$ cat src/rtl/llxy_fifo.sv
// ============================================================================
// llxy_fifo: small synchronous queue
// Register-based queue with count; push and pop may happen in the same cycle.
// ============================================================================
`default_nettype none

module llxy_fifo #(
    parameter int WIDTH = 8,
    parameter int DEPTH = 4
) (
    input  wire                       i_clk,
    input  wire                       i_rst_n,
    input  wire                       i_push,
    input  wire [WIDTH-1:0]           i_data,
    input  wire                       i_pop,
    output logic [WIDTH-1:0]          o_data,
    output logic                      o_full,
    output logic                      o_empty,
    output logic [$clog2(DEPTH):0]    o_count
);

    localparam int AW = $clog2(DEPTH);

    logic [WIDTH-1:0] r_mem [DEPTH];
    logic [AW-1:0]    r_wp, r_rp;
    logic [AW:0]      r_cnt;
    logic             w_wr, w_rd;

    assign w_wr    = i_push && !o_full;
    assign w_rd    = i_pop && !o_empty;
    assign o_full  = (r_cnt == (AW+1)'(DEPTH));
    assign o_empty = (r_cnt == '0);
    assign o_count = r_cnt;
    assign o_data  = r_mem[r_rp];

    always_ff @(posedge i_clk) begin
        if (w_wr) begin
            r_mem[r_wp] <= i_data;
        end
    end

    always_ff @(posedge i_clk) begin
        if (!i_rst_n) begin
            r_wp  <= '0;
            r_rp  <= '0;
            r_cnt <= '0;
        end else begin
            if (w_wr) begin
                r_wp <= r_wp + 1'b1;
            end
            if (w_rd) begin
                r_rp <= r_rp + 1'b1;
            end
            r_cnt <= r_cnt + (AW+1)'(w_wr) - (AW+1)'(w_rd);
        end
    end

endmodule

`default_nettype wire

$ cat config.mk
export PLATFORM = sky130hd
export DESIGN_NAME = llxy_fifo
export DESIGN_NICKNAME = d
export VERILOG_FILES = /design/src/rtl/llxy_fifo.sv
export SDC_FILE = /design/constraint.sdc
export NUM_CORES = 1
export LEC_CHECK = 0
export BUFFER_PORTS_ARGS = -buffer_cell sky130_fd_sc_hd__buf_2
export CAP_MARGIN = 25
export CORE_ASPECT_RATIO = 1.4
export CORE_MARGIN = 10
export CORE_UTILIZATION = 45
export CTS_CLUSTER_SIZE = 20
export DETAILED_ROUTE_END_ITERATION = 16
export PLACE_DENSITY = 0.66
export SLEW_MARGIN = 5
export SYNTH_ARGS = -nofsm -noshare
export SYNTH_HDL_FRONTEND = slang
export SYNTH_SLANG_ARGS = --single-unit
export TNS_END_PERCENT = 100
$ cat constraint.sdc
create_clock -name i_clk -period 2.3 [get_ports i_clk]
set_input_delay 0.46 -clock i_clk [delete_from_list [all_inputs] [get_ports i_clk]]
set_output_delay 0.46 -clock i_clk [all_outputs]
set_load 0.02 [all_outputs]
==> impl_metrics.tcl <==
set metrics [dict create \
    finalSetupViolations 0 \
    period_share 0.9193 \
    syn_inst 93 \
    arrival_ns 2.30 \
    grt_overflow 0 \
    boundaryPins 25 \
    final_cell_mix "edfxtp_1 (32), buf_2 (24), mux4_2 (8), and2_1 (7)" \
    drv_cap 0 \
    synth_top_area_frac 0.5854 \
    final_max_slew_viol_count 0 \
    fin_crit_ns 2.114 \
    path_buf_inv 2 \
    crit_slowest_cell "fa_2" \
    wl_mm 2.696 \
    drtPass1Iterations 4 \
    grt_pass1_wl_mm 4.416 \
    clockBufferDepth 2 \
    ys_types 20 \
    hold_class "primary input to flip-flop" \
    ys_warn_count 0 \
    post_drt_wl_per_cell_um 16.54 \
    synth-seq-cells 41 \
    layout_commonest_cell "edfxtp_1" \
    die_area_um2 6498 \
    clk_pin_slew_ns 0.07 \
    grt_pass1_vias 904 \
    post-route-util 0.5698 \
    peakVddDrop_uv 666.9 \
    ys_seq_area_frac 0.6951 \
    port_buffers 24 \
    fmax_ghz 0.4730 \
    place_congestion 0.6395 \
    clk_latency_ns 0.29 \
    cpPeakStageDelay_ns 0.37 \
    drive_gt1_frac 0.4065 \
    max_slew_margin 0.7179 \
    num-fill-cells 289 \
    post-synth-top-area-cell "edfxtp_1" \
    crit_end "o_count[2]" \
    r2r.worst_path.cells 10 \
    hold_violations 0 \
    cp_max_fo 4 \
    area_delta_synth_final_pct 19.44 \
    cts_sinks 41 \
    worstSetupPathDepth 10 \
    core_area_um2 3441 \
    path_class "flip-flop to flip-flop" \
    worstPathRequired_ns 2.49 \
    end_kind "flip-flop" \
    tns_ns 0 \
    syn_area_um2 1642 \
    antenna_found_initial 0 \
    postCtsSetupBuffers 0 \
    power-per-cell-area_nw_per_um2 1139 \
    rsz0062_at_grt "false" \
    crit_start "o_count[2]" \
    dieWidth_um 71.05 \
    die_h_um 91.47 \
    drc 0 \
    rows 25 \
    dp_hpwl_mm 1.960 \
    nNetsFinal 141 \
    cts-resized-gates 0 \
    power.leakage_nw 0.7313 \
    detailroute.via_count 835 \
    viasPerCell 5.123 \
    tightest_slew_ns 0.4232 \
    postCtsHoldBufs 0 \
    critical_path.top_delay_family "adder cells" \
    critPathLaunchType "flip-flop" \
    diodes 0 \
    cts_tree "done" \
    grt_max_degree 14 \
    htreeDepth 2 \
    drtIter0Drc 22 \
    rr_startpoint "o_count[2]" \
    syn_avg_cell_area_um2 17.65 \
    gr-usage-all-layers 0.08883 \
    path_cells "nor3b_4, nor2b_1, inv_1, ha_1, inv_1, ha_1, fa_2, xnor2_2, xnor2_1, and2_1" \
    status "complete, no violations" \
    r2r_slack_ns 0.19 \
    r2r-end "o_count[2]" \
    skew_ns 0.004390 \
    numCtsBuffers 5 \
    initial_core_util 0.4771 \
    cts_root_buf "clkbuf_8" \
    synthTopCellsByArea "edfxtp_1 (59%), dfxtp_1 (11%), mux4_2 (11%), ha_1 (4.6%), and2_1 (2.7%)" \
    synth_nets 112 \
    drtAntennaViolNets 0 \
]
## cells in the mapped netlist
cell type,count
nand2_1,6
and2_1,7
inv_1,6
or3_1,1
mux4_2,8
a21boi_1,1
nor3_2,1
o21ai_0,3
dfxtp_1,9
ha_1,6
xnor2_1,2
nor2b_1,2
buf_6,1
buf_2,1
nand4bb_1,1
edfxtp_1,32
nor3b_2,1
fa_1,1
mux2i_1,2
clkbuf_1,2
## worst min path at each step
stage / slack [ns] / startpoint / cells past startpoint / to
floorplan: 0.46 / r_rp[1] / 2 / flip-flop
global placement: 0.47 / r_rp[1] / 2 / r_rp[1]
detailed placement: 0.49 / r_rp[1] / 2 / flip-flop
CTS: 0.37 / i_data[2] / 1 / r_mem[0][2]
global route: 0.37 / i_data[2] / 1 / r_mem[1][2]
finish: 0.38 / i_data[2] / 1 / r_mem[1][2]
## final cells by class
type | instances | area (um^2) | area share
clock buffer | 6 | 93.84 | 0.04786
clock inverter | 2 | 35.03 | 0.01787
inverter | 6 | 22.52 | 0.01149
multi-input combinational | 42 | 479.2 | 0.2444
sequential | 41 | 1145 | 0.5839
tap | 40 | 50.05 | 0.02553
timing repair buffer | 26 | 135.1 | 0.06892
## kinds of logic (layout without fill, tap and decap cells)
| kind of cell | Yosys count | count (layout) | synth area share |
|---|---|---|---|
| simple gates | 19 | 19 | 0.07241 |
| mux | 10 | 10 | 0.1220 |
| xor+xnor | 2 | 2 | 0.01067 |
| flops | 41 | 41 | 0.6951 |
| fa+ha+maj | 7 | 7 | 0.05793 |
| buf+inv | 10 | 40 | 0.02820 |
| compound gates | 4 | 4 | 0.01372 |
## power by group
| part | leakage [nW] | internal, mW | switching, mW |
|---|---|---|---|
| clock network | 0.0663 | 0.387 | 0.241 |
| logic | 0.297 | 0.288 | 0.339 |
| registers | 0.368 | 0.911 | 0.0681 |
## metal layers
layer | vias to the layer above | wire length, um | GRT usage
li1 | 399 | - | -
met1 | 408 | 1031 | 0.08752
met2 | 22 | 1439 | 0.1473
met3 | 6 | 148 | 0.03813
met4 | 0 | 76 | 0.05825
met5 | - | 0 | 0
## worst reg2reg max path, cell delays in order, from the launching register on
cell	delay (ns)
dfxtp_2	0.36
nor3b_4	0.16
nor2b_1	0.14
inv_1	0.06
ha_1	0.27
inv_1	0.04
ha_1	0.19
fa_2	0.37
xnor2_2	0.15
xnor2_1	0.13
and2_1	0.15
## sequential cells by signal (all words and copies together), names as in the netlist, named ones only
register	flops
o_count	3
r_mem	32
r_rp	2
r_wp	2
## metrics by stage
stage,instance area (um^2),cells,worst slack [ns],hold slack [ns],power (mW)
after global placement,1819,155,0.2093,0.4696,1.595
after floorplan,1658,93,0.06686,0.4560,1.431
after CTS,1948,163,0.1005,0.3698,2.246
after global routing,1961,163,0.06886,0.3696,2.367
final,1961,163,0.1857,0.3788,2.233
after detailed placement,1819,155,0.08979,0.4896,1.621
Note: power is estimated with default switching activity, not from simulation.
