===== src/rtl/llxy_pkg.sv =====
// ============================================================================
// llxy_pkg: shared types and constants of the lat/lon to screen projection
// Holds the register indexes, the stage payload types and the fixed-point
// constants of the projection and of the CORDIC engine.
// ============================================================================
`default_nettype none

package llxy_pkg;

    // Register indexes of the configuration port.
    localparam logic [2:0] REG_CENTER_LAT = 3'd0;
    localparam logic [2:0] REG_CENTER_LON = 3'd1;
    localparam logic [2:0] REG_MAP_SCALE  = 3'd2;
    localparam logic [2:0] REG_UP_DIR     = 3'd3;
    localparam logic [2:0] REG_SHIFT_DOWN = 3'd4;

    // Degree-to-metre weights, 1e-7 degree in radians, in Q0.40.
    localparam logic signed [29:0] K_LAT = 30'sd212126244;
    localparam logic signed [29:0] K_LON = 30'sd213624171;

    // CORDIC constants.
    localparam logic signed [33:0] CORDIC_GAIN  = 34'sd652032874;
    localparam int                 CORDIC_STEPS = 30;

    // Angle to binary phase: phase = a * 2^32 / 3600000000 with a in 1e-7
    // degree. Since 3600000000 = 2^10 * 3515625 this is a * 2^22 / 3515625,
    // estimated with floor(2^53 / 3515625) and fixed up by one subtraction.
    localparam logic [31:0] PHASE_RECIP = 32'd2562047788;
    localparam logic [21:0] PHASE_DIV   = 22'd3515625;
    // Tenths of a degree to 1e-7 degree.
    localparam logic [19:0] UP_TO_LAT   = 20'd1000000;

    typedef struct packed {
        logic signed [30:0] center_lat;
        logic signed [31:0] center_lon;
        logic [23:0]        map_scale;
        logic [11:0]        up_dir;
        logic signed [9:0]  shift_down;
    } t_cfg;

    typedef struct packed {
        logic signed [17:0] cos_lat;
        logic signed [17:0] cos_up;
        logic signed [17:0] sin_up;
    } t_trig;

    typedef struct packed {
        logic signed [31:0] dlat;
        logic signed [32:0] dlon;
    } t_diff;

    typedef struct packed {
        logic signed [15:0] x;
        logic signed [15:0] y;
        logic               sat;
    } t_res;

    // Arctangent of 2^-i as a binary phase (2^32 per turn).
    function automatic logic [29:0] atan_phase(input logic [4:0] idx);
        logic [29:0] v;
        unique case (idx)
            5'd0:  v = 30'h20000000;
            5'd1:  v = 30'h12E4051E;
            5'd2:  v = 30'h09FB385B;
            5'd3:  v = 30'h051111D4;
            5'd4:  v = 30'h028B0D43;
            5'd5:  v = 30'h0145D7E1;
            5'd6:  v = 30'h00A2F61E;
            5'd7:  v = 30'h00517C55;
            5'd8:  v = 30'h0028BE53;
            5'd9:  v = 30'h00145F2F;
            5'd10: v = 30'h000A2F98;
            5'd11: v = 30'h000517CC;
            5'd12: v = 30'h00028BE6;
            5'd13: v = 30'h000145F3;
            5'd14: v = 30'h0000A2F9;
            5'd15: v = 30'h0000517C;
            5'd16: v = 30'h000028BE;
            5'd17: v = 30'h0000145F;
            5'd18: v = 30'h00000A2F;
            5'd19: v = 30'h00000517;
            5'd20: v = 30'h0000028B;
            5'd21: v = 30'h00000145;
            5'd22: v = 30'h000000A2;
            5'd23: v = 30'h00000051;
            5'd24: v = 30'h00000028;
            5'd25: v = 30'h00000014;
            5'd26: v = 30'h0000000A;
            5'd27: v = 30'h00000005;
            5'd28: v = 30'h00000002;
            5'd29: v = 30'h00000001;
            default: v = 30'h0;
        endcase
        return v;
    endfunction

endpackage

`default_nettype wire


===== src/rtl/llxy_front.sv =====
// ============================================================================
// llxy_front: input side of the projection
// Accepts points, forms the differences from the map centre and writes them
// into the queue toward the back end.
// ============================================================================
`default_nettype none

module llxy_front (
    input  wire                 i_push,
    input  wire signed [30:0]   i_point_latitude,
    input  wire signed [31:0]   i_point_longitude,
    input  llxy_pkg::t_cfg      i_cfg,
    input  wire                 i_trig_busy,
    input  wire                 i_q_full,
    output logic                o_full,
    output logic                o_q_push,
    output llxy_pkg::t_diff     o_diff
);

    // Points wait while the trigonometry is being recomputed.
    assign o_full      = i_q_full || i_trig_busy;
    assign o_q_push    = i_push && !o_full;
    assign o_diff.dlat = 32'(i_point_latitude) - 32'(i_cfg.center_lat);
    assign o_diff.dlon = 33'(i_point_longitude) - 33'(i_cfg.center_lon);

endmodule

`default_nettype wire


===== config.mk =====
export PLATFORM = sky130hd
export DESIGN_NAME = llxy_front
export DESIGN_NICKNAME = d
export VERILOG_FILES = /design/src/rtl/llxy_pkg.sv /design/src/rtl/llxy_front.sv
export SDC_FILE = /design/constraint.sdc
export NUM_CORES = 1
export LEC_CHECK = 0
export BUFFER_PORTS_ARGS = -buffer_cell sky130_fd_sc_hd__buf_2
export CORE_MARGIN = 1
export CORE_UTILIZATION = 46
export DETAILED_ROUTE_END_ITERATION = 12
export PLACE_DENSITY = 0.95
export SYNTH_ARGS = -nofsm -noshare
export SYNTH_HDL_FRONTEND = slang
export SYNTH_SLANG_ARGS = --single-unit

===== constraint.sdc =====
create_clock -name vclk -period 2.4
set_input_delay 0 -clock vclk [all_inputs]
set_output_delay 0 -clock vclk [all_outputs]
set_load 0.01 [all_outputs]

==> metrics, run 1 <==
nets 1020; Row Count 33; DRT Pass-1 Iters 5; sw frac 0.5609; clock network power share 0; Top Metal Used met4; die width 95.17 um; setup ws final 0.1125 ns; core area 8299 um2; diodes inserted 0; hpwl dp 10.03 mm; GR Overflow Total 0; HP Class input port to output port; Least-Margin Pin Slew 0.3789 ns; routed wl met3 740 um; Startpoint Class input port; Mapped Cells 595; drt first-iter violations 264; met1 WL 4.900 mm; Starting Density 0.4811; Avg Cell Area, Syn 6.710 um2; Synth Warn # 0; GP Congestion 0.9023; endpoints failing setup 0; DRC 0; critical path peak fanout 4; register area share after synthesis 0; worst path required time 2.40 ns; Critical Path AT 2.29 ns; die area 9056 um2; combinational power share 1.000; Leak 2.768 nW; P_int 705.9 uW; layout cells sized above 1 0.2969; max cap viols 0; routed vias/inst 5.646; GRT Util Overall 0.2410; Max Clock Freq 437.2 MHz; worst vdd ir 0.2237 mV; Final period util 0.9531; Cell Area, Placed 5039 um2; Period minus WS final 2.287 ns; initial antenna violation count 0; wire per inst 13.20 um; first-pass GRT wire length 18.33 mm; Netlist cell types 71; Final ANT Viol Nets 0; cell area after synthesis 3993 um2; die height 95.17 um; WL final 11.66 mm; Setup CP Type input port to output port; final hold vios 0; PD cells 316.6 nW/um2; setup tns final 0 ns; # clk buffers 0; status completed; seq_cells 0; Worst setup EP type output port; FF/Latch Area 0 um2; vias post-DR 4985; synth-to-layout area growth 27.17%; pre-CTS setup slack 0.1241 ns; Post-Layout Cell Count 883; post-route cell area 5077 um2; Worst slew margin 0.7408; syn nets 835; WHS 0.2877 ns; vias in the first global route 4459; number of buffers inserted by port buffering 196; CTS hold repair buffers 0; largest net degree at the start of global routing 12; placed cells 880; Seq pwr share 0; final slew viol count 0; Ports 242; met2 routed WL 5.614 mm; fillers 767; Psw 901.5 uW
[repair_timing]
action                                  4_1_cts  5_1_grt
buffers inserted                              0        3
endpoints found under the setup margin        0        4
gates resized for setup                       0        4
hold endpoints to repair                      0        0
[placed cells by master (no fill, tap or decap), drive strengths merged, types with 5 or more instances in the layout]
cell type and instances:
a211oi 6, a21o 20, a21oi 68, a311oi 5, a31oi 9, and2 6
and3 8, buf 202, ha 63, inv 85, nand2 45, nand2b 11
nand3 16, nand4 7, nor2 38, nor2b 6, nor3 10, o211ai 12
o21a 13, o21ai 36, o21bai 5, o31ai 8, xnor2 28, xor2 21
[cell families (layout without fill, tap and decap cells)]
group / after synthesis / in the layout / share of synthesized area
AO/OA/AOI/OAI: 214 / 214 / 0.3729
XOR/XNOR: 49 / 49 / 0.1075
adder cells (fa/ha/maj): 65 / 65 / 0.2075
buffers and inverters: 104 / 287 / 0.1022
multiplexers: 3 / 3 / 0.007521
AND/OR/NAND/NOR: 160 / 160 / 0.2025
[cells in the mapped netlist (all sizes together) (2+ instances only)]
| cell | number | area share |
|---|---|---|
| o21a | 13 | 0.024 |
| o211a | 2 | 0.0050 |
| nor2b | 6 | 0.011 |
| nand2 | 45 | 0.042 |
| a32oi | 2 | 0.0044 |
| fa | 2 | 0.010 |
| nand3 | 16 | 0.023 |
| a21o | 20 | 0.038 |
| ha | 63 | 0.20 |
| a311oi | 5 | 0.013 |
| o2111ai | 2 | 0.0044 |
| o21ai | 36 | 0.047 |
| nand4 | 7 | 0.013 |
| inv | 85 | 0.080 |
| xnor2 | 28 | 0.061 |
| a31oi | 9 | 0.016 |
| a2111oi | 2 | 0.0044 |
| clkbuf | 9 | 0.0085 |
| o22ai | 3 | 0.0063 |
| o31a | 3 | 0.0066 |
| nand2b | 11 | 0.017 |
| and3 | 8 | 0.013 |
| and2 | 6 | 0.0097 |
| o211ai | 12 | 0.023 |
| nor4b | 2 | 0.0044 |
| o31ai | 8 | 0.026 |
| a211oi | 6 | 0.014 |
| a31o | 3 | 0.0088 |
| nor2 | 38 | 0.036 |
| xor2 | 21 | 0.046 |
| mux2i | 3 | 0.0075 |
| and4 | 2 | 0.0044 |
| or2 | 2 | 0.0031 |
| buf | 10 | 0.014 |
| o221ai | 3 | 0.0066 |
| a21oi | 68 | 0.092 |
| nor3 | 10 | 0.013 |
| a21boi | 4 | 0.0075 |
| o21bai | 5 | 0.0094 |
| nand4b | 2 | 0.0044 |
[worst max-delay path, cell delays in order]
cell	delay [ns]
buf_2	0.08
inv_1	0.03
ha_1	0.20
fa_1	0.40
nand2b_1	0.21
a21oi_2	0.21
o21ai_1	0.13
a22o_2	0.30
o31ai_4	0.23
o21ai_2	0.09
o31a_1	0.24
buf_2	0.14
[worst paths after layout]
kind	start	end	slack, ns	depth (start not counted)
max	i_point_longitude[0]	o_diff[32]	0.11	12
min	i_q_full	o_full	0.29	3
[layout make-up]
type / count / area [um2] / share of cell area
repair buffers: 202 / 1026 / 0.2021
multi-input cells: 491 / 3601 / 0.7092
inverters: 85 / 319.1 / 0.06284
well taps: 105 / 131.4 / 0.02587
[layer usage]
| metal | up-vias | track usage |
|---|---|---|
| li1 | 2502 | - |
| met1 | 2245 | 0.2883 |
| met2 | 200 | 0.4417 |
| met3 | 38 | 0.02791 |
| met4 | 0 | 0.07828 |
| met5 | - | 0 |
[power by group through the flow]
stage	Sequential (mW)	Combinational, mW	Clock [mW]
after floorplan	0	1.06	0
after global placement	0	1.54	0
after detailed placement	0	1.57	0
after CTS	0	1.58	0
after global routing	0	1.77	0
final	0	1.61	0
[per-stage QoR]
step                      power [mW]  utilization
final                          1.607       0.6118
after global routing           1.772       0.6118
after CTS                      1.582       0.6071
after detailed placement       1.572       0.6071
after global placement         1.542       0.6071
after floorplan                1.065            -
(Power assumes the default switching activity.)
==> inputs of run 2 (changes only) <==
--- a/config.mk
+++ b/config.mk
@@ -7,9 +7,9 @@
 export LEC_CHECK = 0
 export BUFFER_PORTS_ARGS = -buffer_cell sky130_fd_sc_hd__buf_2
 export CORE_MARGIN = 1
-export CORE_UTILIZATION = 46
+export CORE_UTILIZATION = 45
 export DETAILED_ROUTE_END_ITERATION = 12
-export PLACE_DENSITY = 0.95
+export PLACE_DENSITY = 0.94
 export SYNTH_ARGS = -nofsm -noshare
 export SYNTH_HDL_FRONTEND = slang
 export SYNTH_SLANG_ARGS = --single-unit
==> constraint.sdc (replaced) <==
create_clock -name vclk -period 2.4
set_input_delay 0.48 -clock vclk [all_inputs]
set_output_delay 0.48 -clock vclk [all_outputs]
set_load 0.01 [all_outputs]
==> run 2 against run 1 <==
The run now fails in global routing (5_1_grt). Area after synthesis stayed put. Synthesized cell count stayed put.
==> metrics, run 2 <==
GRT Util Overall 0.7607; Avg Cell Area, Syn 6.710 um2; Ports 242; die width 96.20 um; Row Count 33; Yosys top cell by area ha_1; Worst-path end type output port; synth cell count leaders inv_1, a21oi_1, ha_1; Mapped Cells 595; first error [ERROR GRT-0232] Routing congestion too high. Check the congestion heatmap in the GUI.; Synth Warn # 0; hpwl dp 14.81 mm; GP Congestion 1.072; CTS hold repair buffers 0; GRT repair_timing worst endpoint o_diff[22]; Failed at global routing (5_1_grt); GR Overflow Total 86; number of buffers inserted by port buffering 196; synth top area cells ha_1, inv_1, a21oi_1, xnor2_1, xor2_1; die height 96.20 um; cell with the most instances after synthesis inv_1; Cell Area, Placed 6880 um2; register area share after synthesis 0; largest net degree at the start of global routing 8; Synth top area share 0.1974; placed cells 1041; syn nets 835; Starting Density 0.4763; Netlist cell types 71; cell area after synthesis 3993 um2; status did not finish
==> run 2: cell counts after synthesis <==
No cell type changed its count.
==> run 2: timing repair <==
action / 4_1_cts
endpoints found under the hold margin: 0
pin swaps: 80
resized for setup: 104
setup buffers: 28
endpoints found under the setup margin: 54
==> run 2: cell families after synthesis <==
| family | count (synthesis) | synth area share |
|---|---|---|
| AOI/OAI and AO/OA | 214 | 0.3729 |
| xor gates and xnor gates | 49 | 0.1075 |
| adders and majority gates | 65 | 0.2075 |
| buffers and inverters | 104 | 0.1022 |
| muxes | 3 | 0.007521 |
| and+or+nand+nor | 160 | 0.2025 |
==> run 2: per-stage QoR <==
step	setup slack, ns	util
CTS	-0.6982	0.9072
floorplan	-0.3406	-
global placement	-0.6840	0.8209
detailed placement	-0.7635	0.8209
==> run 2: layer usage <==
| layer | GRT overflow | track usage |
|---|---|---|
| met5 | 0 | 0.07143 |
| met4 | 36 | 0.9117 |
| met3 | 0 | 0.5814 |
| met1 | 2 | 0.7071 |
| met2 | 48 | 0.9592 |
==> inputs of run 3 (changes only) <==
--- a/config.mk
+++ b/config.mk
@@ -7,9 +7,9 @@
 export LEC_CHECK = 0
 export BUFFER_PORTS_ARGS = -buffer_cell sky130_fd_sc_hd__buf_2
 export CORE_MARGIN = 1
-export CORE_UTILIZATION = 45
+export CORE_UTILIZATION = 30
 export DETAILED_ROUTE_END_ITERATION = 12
-export PLACE_DENSITY = 0.94
+export PLACE_DENSITY_LB_ADDON = 0.15
 export SYNTH_ARGS = -nofsm -noshare
 export SYNTH_HDL_FRONTEND = slang
 export SYNTH_SLANG_ARGS = --single-unit
==> run 3 against run 2 <==
The flow now finishes, with violations (negative setup slack).
==> metrics, run 3 (synthesis gave the netlist of run 1 again) <==
most common library cell in the layout ignoring fill and taps buf_2; die width 117.4 um; vias post-DR 5728; beginning of the worst hold path i_q_full; worst path required time 1.92 ns; Worst slew margin 0.7456; DRT Pass-1 Iters 5; seq_cells 0; GR Overflow Total 0; Psw 1.241 mW; Leak 3.977 nW; CTS hold repair buffers 0; FF/Latch Area 0 um2; Final period util 1.242; vias in the first global route 5703; wire per inst 14.01 um; Row Count 41; nets 1216; first-pass GRT wire length 26.20 mm; P_int 1.320 mW; DRC 0; synth-to-layout area growth 102.1%; Critical Path AT 2.50 ns; hold depth 3; number of buffers inserted by port buffering 196; largest net degree at the start of global routing 9; area occupied by multi-input gates 4811 um2; final hold vios 0; RSZ-0062 raised after global routing true; drt first-iter violations 236; most frequent cells in the layout buf_2, buf_4, inv_1; # clk buffers 0; hpwl dp 13.11 mm; sw frac 0.4847; fillers 1109; Ports 242; setup ws final -0.5818 ns; Final ANT Viol Nets 0; final slew viol count 0; die area 13770 um2; clock network power share 0; combinational power share 1.000; Seq pwr share 0; Setup CP Type input port to output port; initial antenna violation count 0; WHS Endpoint o_full; status finished, violations left; Post-Layout Cell Count 1146; violated checks negative setup slack; Worst setup EP type output port; diodes inserted 0; Power, Total 2.561 mW; WL final 16.05 mm; CP Launch Point i_point_longitude[0]; worst vdd ir 0.1753 mV; WHS 1.249 ns; Starting Density 0.3126; HP Class input port to output port; GP Congestion 0.9431; max cap viols 0; layout cells sized above 1 0.6027; Least-Margin Pin Slew 0.3719 ns; routed vias/inst 4.998; PD cells 317.3 nW/um2; Max Clock Freq 335.4 MHz; GRT Util Overall 0.2200; endpoints failing setup 52; Period minus WS final 2.982 ns; die height 117.4 um; placed cells 1109; core area 12770 um2; critical path peak fanout 2; Startpoint Class input port
[run 3: timing repair]
item,4_1_cts,5_1_grt
buffers inserted,18,24
pin swaps,62,49
endpoints found under the setup margin,52,55
gates resized for setup,100,59
[run 3: metrics by stage]
step | setup WS, ns | instance area (um2) | setup TNS, ns | util
floorplan | -0.3406 | 4661 | -3.937 | -
global placement | -0.7130 | 6972 | -21.79 | 0.5458
detailed placement | -0.7208 | 6972 | -22.45 | 0.5458
CTS | -0.6047 | 7622 | -18.15 | 0.5967
global route | -0.6866 | 8070 | -24.22 | 0.6318
finish | -0.5818 | 8070 | -19.33 | 0.6318
[run 3: metal layers]
| layer | vias to the layer above | wire length (um) | GRT usage | share of wire |
|---|---|---|---|---|
| met3 | 10 | 799 | 0.02189 | 0.050 |
| met5 | - | 0 | 0 | 0 |
| met2 | 168 | 8152 | 0.4016 | 0.51 |
| met1 | 2655 | 7011 | 0.2882 | 0.44 |
| li1 | 2895 | - | - | - |
| met4 | 0 | 89 | 0.01299 | 0.0055 |
[run 3: layout make-up]
cell class                      count  area share
Multi-Input combinational cell    491      0.5961
Timing Repair Buffer              398      0.3305
Inverter                           85     0.04667
Tap cell                          172     0.02667
[run 3: how the worst max path moves through the flow]
stage                  to  cells after the start
2_1_floorplan  o_diff[32]                     10
3_3_place_gp   o_diff[32]                     12
3_5_place_dp   o_diff[22]                     13
4_1_cts        o_diff[30]                     13
5_1_grt        o_diff[22]                     13
6_report       o_diff[22]                     13
[run 3: worst max-delay path, stage by stage]
cell,delay [ns]
buf_8,0.09
inv_12,0.03
ha_4,0.15
fa_2,0.35
nand2b_4,0.16
a21oi_4,0.15
buf_6,0.13
o22ai_4,0.07
o221ai_2,0.18
a21oi_2,0.10
o31ai_2,0.26
xor2_1,0.19
buf_2,0.16
[run 3: power by group through the flow]
stage	sequential [mW]	clock, mW	combinational, mW
floorplan	0	0	1.26
global placement	0	0	2.13
detailed placement	0	0	2.17
CTS	0	0	2.40
global route	0	0	2.76
finish	0	0	2.56
