**config.mk**
```make
export PLATFORM = sky130hd
export DESIGN_NAME = llxy_trig
export DESIGN_NICKNAME = d
export VERILOG_FILES = /design/src/rtl/llxy_pkg.sv /design/src/rtl/llxy_trig.sv
export SDC_FILE = /design/constraint.sdc
export NUM_CORES = 2
export LEC_CHECK = 0
export ABC_AREA = 1
export BUFFER_PORTS_ARGS = -buffer_cell sky130_fd_sc_hd__buf_4
export CORE_MARGIN = 2
export CORE_UTILIZATION = 40
export DETAILED_ROUTE_END_ITERATION = 8
export GPL_TIMING_DRIVEN = 0
export PLACE_DENSITY_LB_ADDON = 0.05
export SLEW_MARGIN = 20
export SYNTH_ARGS = -nofsm -noshare
export SYNTH_HDL_FRONTEND = slang
export SYNTH_SLANG_ARGS = --single-unit
```
**constraint.sdc**
```tcl
create_clock -name i_clk -period 7.1 [get_ports i_clk]
set_clock_uncertainty 0.2 [all_clocks]
set_input_delay 0.71 -clock i_clk [delete_from_list [all_inputs] [get_ports i_clk]]
set_output_delay 0.71 -clock i_clk [all_outputs]
set_load 0.02 [all_outputs]
```
**src/rtl/llxy_pkg.sv**
```systemverilog
// ============================================================================
// llxy_pkg: shared types and constants of the lat/lon to screen projection
// Holds the register indexes, the stage payload types and the fixed-point
// constants of the projection and of the CORDIC engine.
// ============================================================================
`default_nettype none

package llxy_pkg;

    // Register indexes of the configuration port.
    localparam logic [2:0] REG_CENTER_LAT = 3'd0;
    localparam logic [2:0] REG_CENTER_LON = 3'd1;
    localparam logic [2:0] REG_MAP_SCALE  = 3'd2;
    localparam logic [2:0] REG_UP_DIR     = 3'd3;
    localparam logic [2:0] REG_SHIFT_DOWN = 3'd4;

    // Degree-to-metre weights, 1e-7 degree in radians, in Q0.40.
    localparam logic signed [29:0] K_LAT = 30'sd212126244;
    localparam logic signed [29:0] K_LON = 30'sd213624171;

    // CORDIC constants.
    localparam logic signed [33:0] CORDIC_GAIN  = 34'sd652032874;
    localparam int                 CORDIC_STEPS = 30;

    // Angle to binary phase: phase = a * 2^32 / 3600000000 with a in 1e-7
    // degree. Since 3600000000 = 2^10 * 3515625 this is a * 2^22 / 3515625,
    // estimated with floor(2^53 / 3515625) and fixed up by one subtraction.
    localparam logic [31:0] PHASE_RECIP = 32'd2562047788;
    localparam logic [21:0] PHASE_DIV   = 22'd3515625;
    // Tenths of a degree to 1e-7 degree.
    localparam logic [19:0] UP_TO_LAT   = 20'd1000000;

    typedef struct packed {
        logic signed [30:0] center_lat;
        logic signed [31:0] center_lon;
        logic [23:0]        map_scale;
        logic [11:0]        up_dir;
        logic signed [9:0]  shift_down;
    } t_cfg;

    typedef struct packed {
        logic signed [17:0] cos_lat;
        logic signed [17:0] cos_up;
        logic signed [17:0] sin_up;
    } t_trig;

    typedef struct packed {
        logic signed [31:0] dlat;
        logic signed [32:0] dlon;
    } t_diff;

    typedef struct packed {
        logic signed [15:0] x;
        logic signed [15:0] y;
        logic               sat;
    } t_res;

    // Arctangent of 2^-i as a binary phase (2^32 per turn).
    function automatic logic [29:0] atan_phase(input logic [4:0] idx);
        logic [29:0] v;
        unique case (idx)
            5'd0:  v = 30'h20000000;
            5'd1:  v = 30'h12E4051E;
            5'd2:  v = 30'h09FB385B;
            5'd3:  v = 30'h051111D4;
            5'd4:  v = 30'h028B0D43;
            5'd5:  v = 30'h0145D7E1;
            5'd6:  v = 30'h00A2F61E;
            5'd7:  v = 30'h00517C55;
            5'd8:  v = 30'h0028BE53;
            5'd9:  v = 30'h00145F2F;
            5'd10: v = 30'h000A2F98;
            5'd11: v = 30'h000517CC;
            5'd12: v = 30'h00028BE6;
            5'd13: v = 30'h000145F3;
            5'd14: v = 30'h0000A2F9;
            5'd15: v = 30'h0000517C;
            5'd16: v = 30'h000028BE;
            5'd17: v = 30'h0000145F;
            5'd18: v = 30'h00000A2F;
            5'd19: v = 30'h00000517;
            5'd20: v = 30'h0000028B;
            5'd21: v = 30'h00000145;
            5'd22: v = 30'h000000A2;
            5'd23: v = 30'h00000051;
            5'd24: v = 30'h00000028;
            5'd25: v = 30'h00000014;
            5'd26: v = 30'h0000000A;
            5'd27: v = 30'h00000005;
            5'd28: v = 30'h00000002;
            5'd29: v = 30'h00000001;
            default: v = 30'h0;
        endcase
        return v;
    endfunction

endpackage

`default_nettype wire

```
**src/rtl/llxy_trig.sv**
```systemverilog
// ============================================================================
// llxy_trig: configuration-time trigonometry
// Turns the centre latitude and the up angle into binary phases with a
// reciprocal multiply and one correction step, then runs a 30-step CORDIC
// to get cosines and sines.
// ============================================================================
`default_nettype none

module llxy_trig (
    input  wire                 i_clk,
    input  wire                 i_rst_n,
    input  wire                 i_req_lat,
    input  wire                 i_req_up,
    input  llxy_pkg::t_cfg      i_cfg,
    output llxy_pkg::t_trig     o_trig,
    output logic                o_busy
);

    localparam logic [2:0] ST_IDLE = 3'd0;
    localparam logic [2:0] ST_MUL  = 3'd1;
    localparam logic [2:0] ST_PREP = 3'd2;
    localparam logic [2:0] ST_ROT  = 3'd3;
    localparam logic [2:0] ST_FIN  = 3'd4;
    localparam logic [2:0] ST_REM  = 3'd5;

    logic [2:0]         r_state, n_state;
    logic               r_pend_lat, n_pend_lat;
    logic               r_pend_up, n_pend_up;
    logic               r_sel, n_sel;
    logic               r_neg, n_neg;
    logic               r_flip, n_flip;
    logic [4:0]         r_cnt, n_cnt;
    logic [31:0]        r_a, n_a;
    logic [32:0]        r_q, n_q;
    logic [22:0]        r_rem, n_rem;
    logic signed [33:0] r_x, n_x;
    logic signed [33:0] r_y, n_y;
    logic signed [33:0] r_z, n_z;
    llxy_pkg::t_trig    r_trig, n_trig;

    logic signed [31:0] w_lat32;
    logic [63:0]        w_prod;
    logic [54:0]        w_qd;
    logic [54:0]        w_diff;
    logic [31:0]        w_q;
    logic [31:0]        w_phase;
    logic [31:0]        w_rot;
    logic signed [33:0] w_dx, w_dy, w_xr, w_yr;
    logic signed [19:0] w_c, w_s;

    function automatic logic signed [17:0] clamp_q16(input logic signed [19:0] v);
        logic signed [17:0] r;
        priority if (v > 20'sd65536) begin
            r = 18'sd65536;
        end else if (v < -20'sd65536) begin
            r = -18'sd65536;
        end else begin
            r = v[17:0];
        end
        return r;
    endfunction

    always_comb begin
        n_state    = r_state;
        n_pend_lat = r_pend_lat;
        n_pend_up  = r_pend_up;
        n_sel      = r_sel;
        n_neg      = r_neg;
        n_flip     = r_flip;
        n_cnt      = r_cnt;
        n_a        = r_a;
        n_q        = r_q;
        n_rem      = r_rem;
        n_x        = r_x;
        n_y        = r_y;
        n_z        = r_z;
        n_trig     = r_trig;

        // The quotient estimate is never high and at most one below the
        // true quotient, so one compare against the divisor finishes it.
        w_lat32 = 32'(i_cfg.center_lat);
        w_prod  = 64'(r_a) * 64'(llxy_pkg::PHASE_RECIP);
        w_qd    = 55'(r_q) * 55'(llxy_pkg::PHASE_DIV);
        w_diff  = {1'b0, r_a, 22'b0} - w_qd;
        w_q     = r_q[31:0] + 32'(r_rem >= {1'b0, llxy_pkg::PHASE_DIV});
        w_phase = r_neg ? -w_q : w_q;
        w_rot   = w_phase + 32'h4000_0000;
        w_dx    = r_y >>> r_cnt;
        w_dy    = r_x >>> r_cnt;
        w_xr    = (r_x + 34'sd8192) >>> 14;
        w_yr    = (r_y + 34'sd8192) >>> 14;
        w_c     = r_flip ? -w_xr[19:0] : w_xr[19:0];
        w_s     = r_flip ? -w_yr[19:0] : w_yr[19:0];

        unique case (r_state)
            ST_IDLE: begin
                if (r_pend_lat) begin
                    // The latitude phase truncates toward zero, so divide the
                    // magnitude and restore the sign afterwards.
                    n_pend_lat = 1'b0;
                    n_sel      = 1'b0;
                    n_neg      = i_cfg.center_lat[30];
                    n_a        = i_cfg.center_lat[30] ? -w_lat32 : w_lat32;
                    n_state    = ST_MUL;
                end else if (r_pend_up) begin
                    n_pend_up = 1'b0;
                    n_sel     = 1'b1;
                    n_neg     = 1'b0;
                    n_a       = 32'(i_cfg.up_dir) * 32'(llxy_pkg::UP_TO_LAT);
                    n_state   = ST_MUL;
                end
            end
            ST_MUL: begin
                n_q     = w_prod[63:31];
                n_state = ST_REM;
            end
            ST_REM: begin
                n_rem   = w_diff[22:0];
                n_state = ST_PREP;
            end
            ST_PREP: begin
                n_flip  = w_rot[31];
                n_z     = 34'($signed(w_rot[31] ? w_phase + 32'h8000_0000 : w_phase));
                n_x     = llxy_pkg::CORDIC_GAIN;
                n_y     = '0;
                n_cnt   = '0;
                n_state = ST_ROT;
            end
            ST_ROT: begin
                if (!r_z[33]) begin
                    n_x = r_x - w_dx;
                    n_y = r_y + w_dy;
                    n_z = r_z - 34'(llxy_pkg::atan_phase(r_cnt));
                end else begin
                    n_x = r_x + w_dx;
                    n_y = r_y - w_dy;
                    n_z = r_z + 34'(llxy_pkg::atan_phase(r_cnt));
                end
                n_cnt = r_cnt + 5'd1;
                if (r_cnt == 5'(llxy_pkg::CORDIC_STEPS - 1)) begin
                    n_state = ST_FIN;
                end
            end
            ST_FIN: begin
                if (r_sel) begin
                    n_trig.cos_up = clamp_q16(w_c);
                    n_trig.sin_up = clamp_q16(w_s);
                end else begin
                    n_trig.cos_lat = clamp_q16(w_c);
                end
                n_state = ST_IDLE;
            end
            default: begin
                n_state = ST_IDLE;
            end
        endcase

        // A new write re-arms the computation even if one is under way.
        if (i_req_lat) begin
            n_pend_lat = 1'b1;
        end
        if (i_req_up) begin
            n_pend_up = 1'b1;
        end
    end

    always_ff @(posedge i_clk) begin
        if (!i_rst_n) begin
            r_state        <= ST_IDLE;
            r_pend_lat     <= 1'b0;
            r_pend_up      <= 1'b0;
            r_trig.cos_lat <= 18'sd65536;
            r_trig.cos_up  <= 18'sd65536;
            r_trig.sin_up  <= '0;
        end else begin
            r_state    <= n_state;
            r_pend_lat <= n_pend_lat;
            r_pend_up  <= n_pend_up;
            r_trig     <= n_trig;
        end
    end

    always_ff @(posedge i_clk) begin
        r_sel  <= n_sel;
        r_neg  <= n_neg;
        r_flip <= n_flip;
        r_cnt  <= n_cnt;
        r_a    <= n_a;
        r_q    <= n_q;
        r_rem  <= n_rem;
        r_x    <= n_x;
        r_y    <= n_y;
        r_z    <= n_z;
    end

    assign o_trig = r_trig;
    assign o_busy = (r_state != ST_IDLE) || r_pend_lat || r_pend_up;

endmodule

`default_nettype wire

```
==> summary.md <==
| Metric | Value |
|---|---|
| Fmax | 134.0 MHz |
| Global-route track usage on met2 | 0.4769 |
| Latest clock arrival within the worst-skew pair | 0.61 ns |
| Measured slew at the worst slew-check pin | 1.195 ns |
| Worst setup EP type | register |
| Number of antenna violations at the first check in global routing | 0 |
| Min-delay worst type | in -> reg |
| Setup crit start kind | register |
| Post-synthesis cell count | 6808 |
| Number of H-tree levels | 2 |
| Logic depth of the worst register-to-register path | 26 |
| Highest cell delay on the worst timing path | 0.62 ns |
| Max Root-Sink Buffers | 3 |
| Hold depth | 3 |
| Combined global-route utilization of all metal layers | 0.2889 |
| Via count of the first global-routing pass | 46270 |
| Final period demand of the worst path | 7.465 ns |
| Maximum number of pins on one net before global-route repair | 27 |
| Post-Route Hold Slack | 0.1748 ns |
| WL/cell | 21.80 µm |
| Initial Util | 0.4033 |
| Post-Synthesis Mean Instance Area | 7.565 µm² |
| Number of enable flip-flop cells after synthesis | 197 |
| Sequential-to-total area share from yosys stat | 0.1495 |
| First-pass GRT wire length | 287900 µm |
| CTS tree | yes |
| Cell at the root of the clock tree | sky130_fd_sc_hd__clkbuf_16 |
| Worst relative slew slack | 0.2034 |
| Total CTS buffers | 39 |
| Unrepaired setup endpoints after global routing | yes |
| Layout cells sized above 1 | 0.09728 |
| Area inside the core boundary | 127700 µm² |
| Flops & latches, synth | 286 |
| DRC viols | 0 |
| Nets in the synthesized netlist | 8174 |
| Count of hold buffers inserted by post-cts repair | 0 |
| Main flop type after synthesis | sky130_fd_sc_hd__edfxtp_1 |
| Sum of routed wire length over all layers | 191700 µm |
| Row count | 131 |
| Fin cells | 8796 |
| Final Cycle Share | 1.051 |
| Global-route track usage on met3 | 0.02466 |
| Final setup violation count | 20 |
| Busiest grt layer | met2 |
| Number of warning messages in the yosys log | 0 |
| Number of violations reported at the end of detailed-routing iteration 0 | 3565 |
| Diode count | 0 |
| Required time at the worst-slack endpoint | 7.22 ns |
| Clock transition at the registers of the reported paths | 0.06 ns |
| Maximum fanout encountered on the critical timing path | 5 |
| Final HPWL from detailed placement | 158800 µm |
| Count of final max-slew check failures | 0 |
| Remaining antenna violation count | 0 |
| Die Outline Area | 131600 µm² |
| GR met1 Demand/Resource | 0.4008 |
| Via total after detailed routing | 46410 |
| RePlAce Congestion | 0.9922 |
| Vertical die dimension | 362.8 µm |
| # port buffers | 100 |
| Distinct cell type count of the synthesized netlist | 60 |
| Crit Path Category | reg -> reg |
| Cell count after placement | 8578 |
| Hold Violations, Final | 0 |
| Proportion of register bits with asynchronous set or reset after synthesis | 0 |
| Total I/O pin count | 168 |
| Setup slack after layout | -0.3646 ns |
| Failing checks | setup timing |
| WP data arrival | 7.58 ns |
| Maxcap violations | 0 |
| Outcome | finished, violations left |
| Number of detailed-routing iterations run before antenna repair | 6 |
| Vias per cell | 5.276 |
| Syn Std Cell Area | 51500 µm² |
| Area added between synthesis and finish | 13.66% |
| Nets | 8469 |
| Residual overflow from global routing | 0 |
| Die X | 362.8 µm |
| Critical Path Slowest Stage Cell | sky130_fd_sc_hd__fa_2 |
| Total Neg Setup Slack | -3.282 ns |
| Number of sinks driven by the clock tree | 286 |
[per-layer routing]
metal | routed length (µm) | up-vias
li1 | - | 22560
met1 | 88250 | 22320
met2 | 87650 | 1245
met3 | 8715 | 285
met4 | 7098 | 0
met5 | 0 | -
[cell usage in the layout, fill, tap and decap left out, drive strengths merged, types with 58 or more instances in the layout]
cell       n
buf      317
clkbuf   132
xnor2     96
nand4     58
edfxtp   197
nand2   1364
a21oi    467
xor2     152
fa       540
dfxtp     89
nor2     485
inv     1324
nor3      72
ha       713
o21ai    444
nand3    397
[synth_stat cells (3+ instances only)]
| cell | instances | area (µm²) |
|---|---|---|
| sky130_fd_sc_hd__nand2_1 | 1350 | 5067 |
| sky130_fd_sc_hd__inv_1 | 1318 | 4947 |
| sky130_fd_sc_hd__ha_1 | 713 | 8921 |
| sky130_fd_sc_hd__fa_1 | 540 | 10810 |
| sky130_fd_sc_hd__a21oi_1 | 467 | 2337 |
| sky130_fd_sc_hd__nor2_1 | 464 | 1742 |
| sky130_fd_sc_hd__o21ai_0 | 429 | 2147 |
| sky130_fd_sc_hd__nand3_1 | 391 | 1957 |
| sky130_fd_sc_hd__edfxtp_1 | 197 | 5916 |
| sky130_fd_sc_hd__xor2_1 | 152 | 1331 |
| sky130_fd_sc_hd__xnor2_1 | 96 | 840.8 |
| sky130_fd_sc_hd__dfxtp_1 | 89 | 1782 |
| sky130_fd_sc_hd__clkbuf_1 | 82 | 307.8 |
| sky130_fd_sc_hd__nor3_1 | 71 | 355.3 |
| sky130_fd_sc_hd__nand4_1 | 58 | 362.9 |
| sky130_fd_sc_hd__a31oi_1 | 39 | 244.0 |
| sky130_fd_sc_hd__o211ai_1 | 33 | 247.7 |
| sky130_fd_sc_hd__o21a_1 | 32 | 240.2 |
| sky130_fd_sc_hd__buf_1 | 29 | 108.9 |
| sky130_fd_sc_hd__buf_2 | 22 | 110.1 |
| sky130_fd_sc_hd__a21o_1 | 18 | 135.1 |
| sky130_fd_sc_hd__nor4_1 | 18 | 112.6 |
| sky130_fd_sc_hd__nor2_2 | 16 | 100.1 |
| sky130_fd_sc_hd__nand3b_1 | 15 | 112.6 |
| sky130_fd_sc_hd__a21boi_0 | 14 | 105.1 |
| sky130_fd_sc_hd__nand2_2 | 13 | 81.33 |
| sky130_fd_sc_hd__o21ai_1 | 12 | 60.06 |
| sky130_fd_sc_hd__o21bai_1 | 12 | 90.09 |
| sky130_fd_sc_hd__o221ai_1 | 10 | 87.58 |
| sky130_fd_sc_hd__or2_2 | 10 | 62.56 |
| sky130_fd_sc_hd__o22ai_1 | 9 | 56.30 |
| sky130_fd_sc_hd__a211oi_1 | 8 | 60.06 |
| sky130_fd_sc_hd__buf_6 | 8 | 90.09 |
| sky130_fd_sc_hd__inv_2 | 8 | 30.03 |
| sky130_fd_sc_hd__o31ai_1 | 7 | 52.55 |
| sky130_fd_sc_hd__nand3_2 | 6 | 60.06 |
| sky130_fd_sc_hd__nor3b_1 | 6 | 45.04 |
| sky130_fd_sc_hd__and2_1 | 5 | 31.28 |
| sky130_fd_sc_hd__and3_1 | 5 | 31.28 |
| sky130_fd_sc_hd__clkinv_1 | 5 | 18.77 |
| sky130_fd_sc_hd__buf_4 | 4 | 30.03 |
| sky130_fd_sc_hd__nor2_4 | 4 | 45.04 |
| sky130_fd_sc_hd__o21ai_2 | 3 | 26.28 |
[cell type report]
type	count	area [µm²]
Fill cell	13110	69150
Multi-Input combinational cell	5046	39420
Sequential cell	286	7697
Inverter	1331	5030
Timing Repair Buffer	254	2365
Tap cell	1662	2079
Clock buffer	50	1125
Buffer	145	648.1
Clock inverter	22	167.7
[worst max-delay path, delay by kind of cell (launching register included)]
family | cells | cell delay, ns
AO/OA/AOI/OAI | 6 | 1.08
adder cells (fa/ha/maj) | 9 | 4.31
buffers and inverters | 5 | 0.48
flip-flops | 1 | 0.58
AND/OR/NAND/NOR | 6 | 0.55
[path summary, 6_finish.rpt]
kind | startpoint | to | slack, ns
worst max-delay path | r_a[22] | r_q[28] | -0.36
worst min-delay path | i_req_lat | r_pend_lat | 0.17
worst max register to register | r_a[22] | r_q[28] | -0.36
worst min register to register | o_trig[17] | o_trig[17] | 0.27
[cells by family after synthesis]
| logic type | count (synthesis) | share of synthesized area |
|---|---|---|
| fa+ha+maj | 1253 | 0.3831 |
| xor+xnor | 248 | 0.04218 |
| buf+inv | 1476 | 0.1096 |
| simple gates | 2436 | 0.1983 |
| compound gates | 1109 | 0.1173 |
| flops | 286 | 0.1495 |
[per-stage QoR]
| step | area (µm²) | utilization | setup slack, ns |
|---|---|---|---|
| 2_1_floorplan | 51500 | - | 0.01299 |
| 3_3_place_gp | 54330 | 0.4255 | -1.494 |
| 3_5_place_dp | 54550 | 0.4272 | -1.556 |
| 4_1_cts | 57610 | 0.4512 | -0.2856 |
| 5_1_grt | 58530 | 0.4584 | -0.5429 |
| 6_report | 58530 | 0.4584 | -0.3646 |
[what timing repair did]
action | CTS | global route
resized for setup | 182 | 189
pin swaps | 74 | 114
buffers inserted | 107 | 41
setup endpoints to repair | 32 | 32
Power is left out: the tool's default activity adds up to more than one toggle a clock period on the data nets, which glitch-free logic cannot reach.
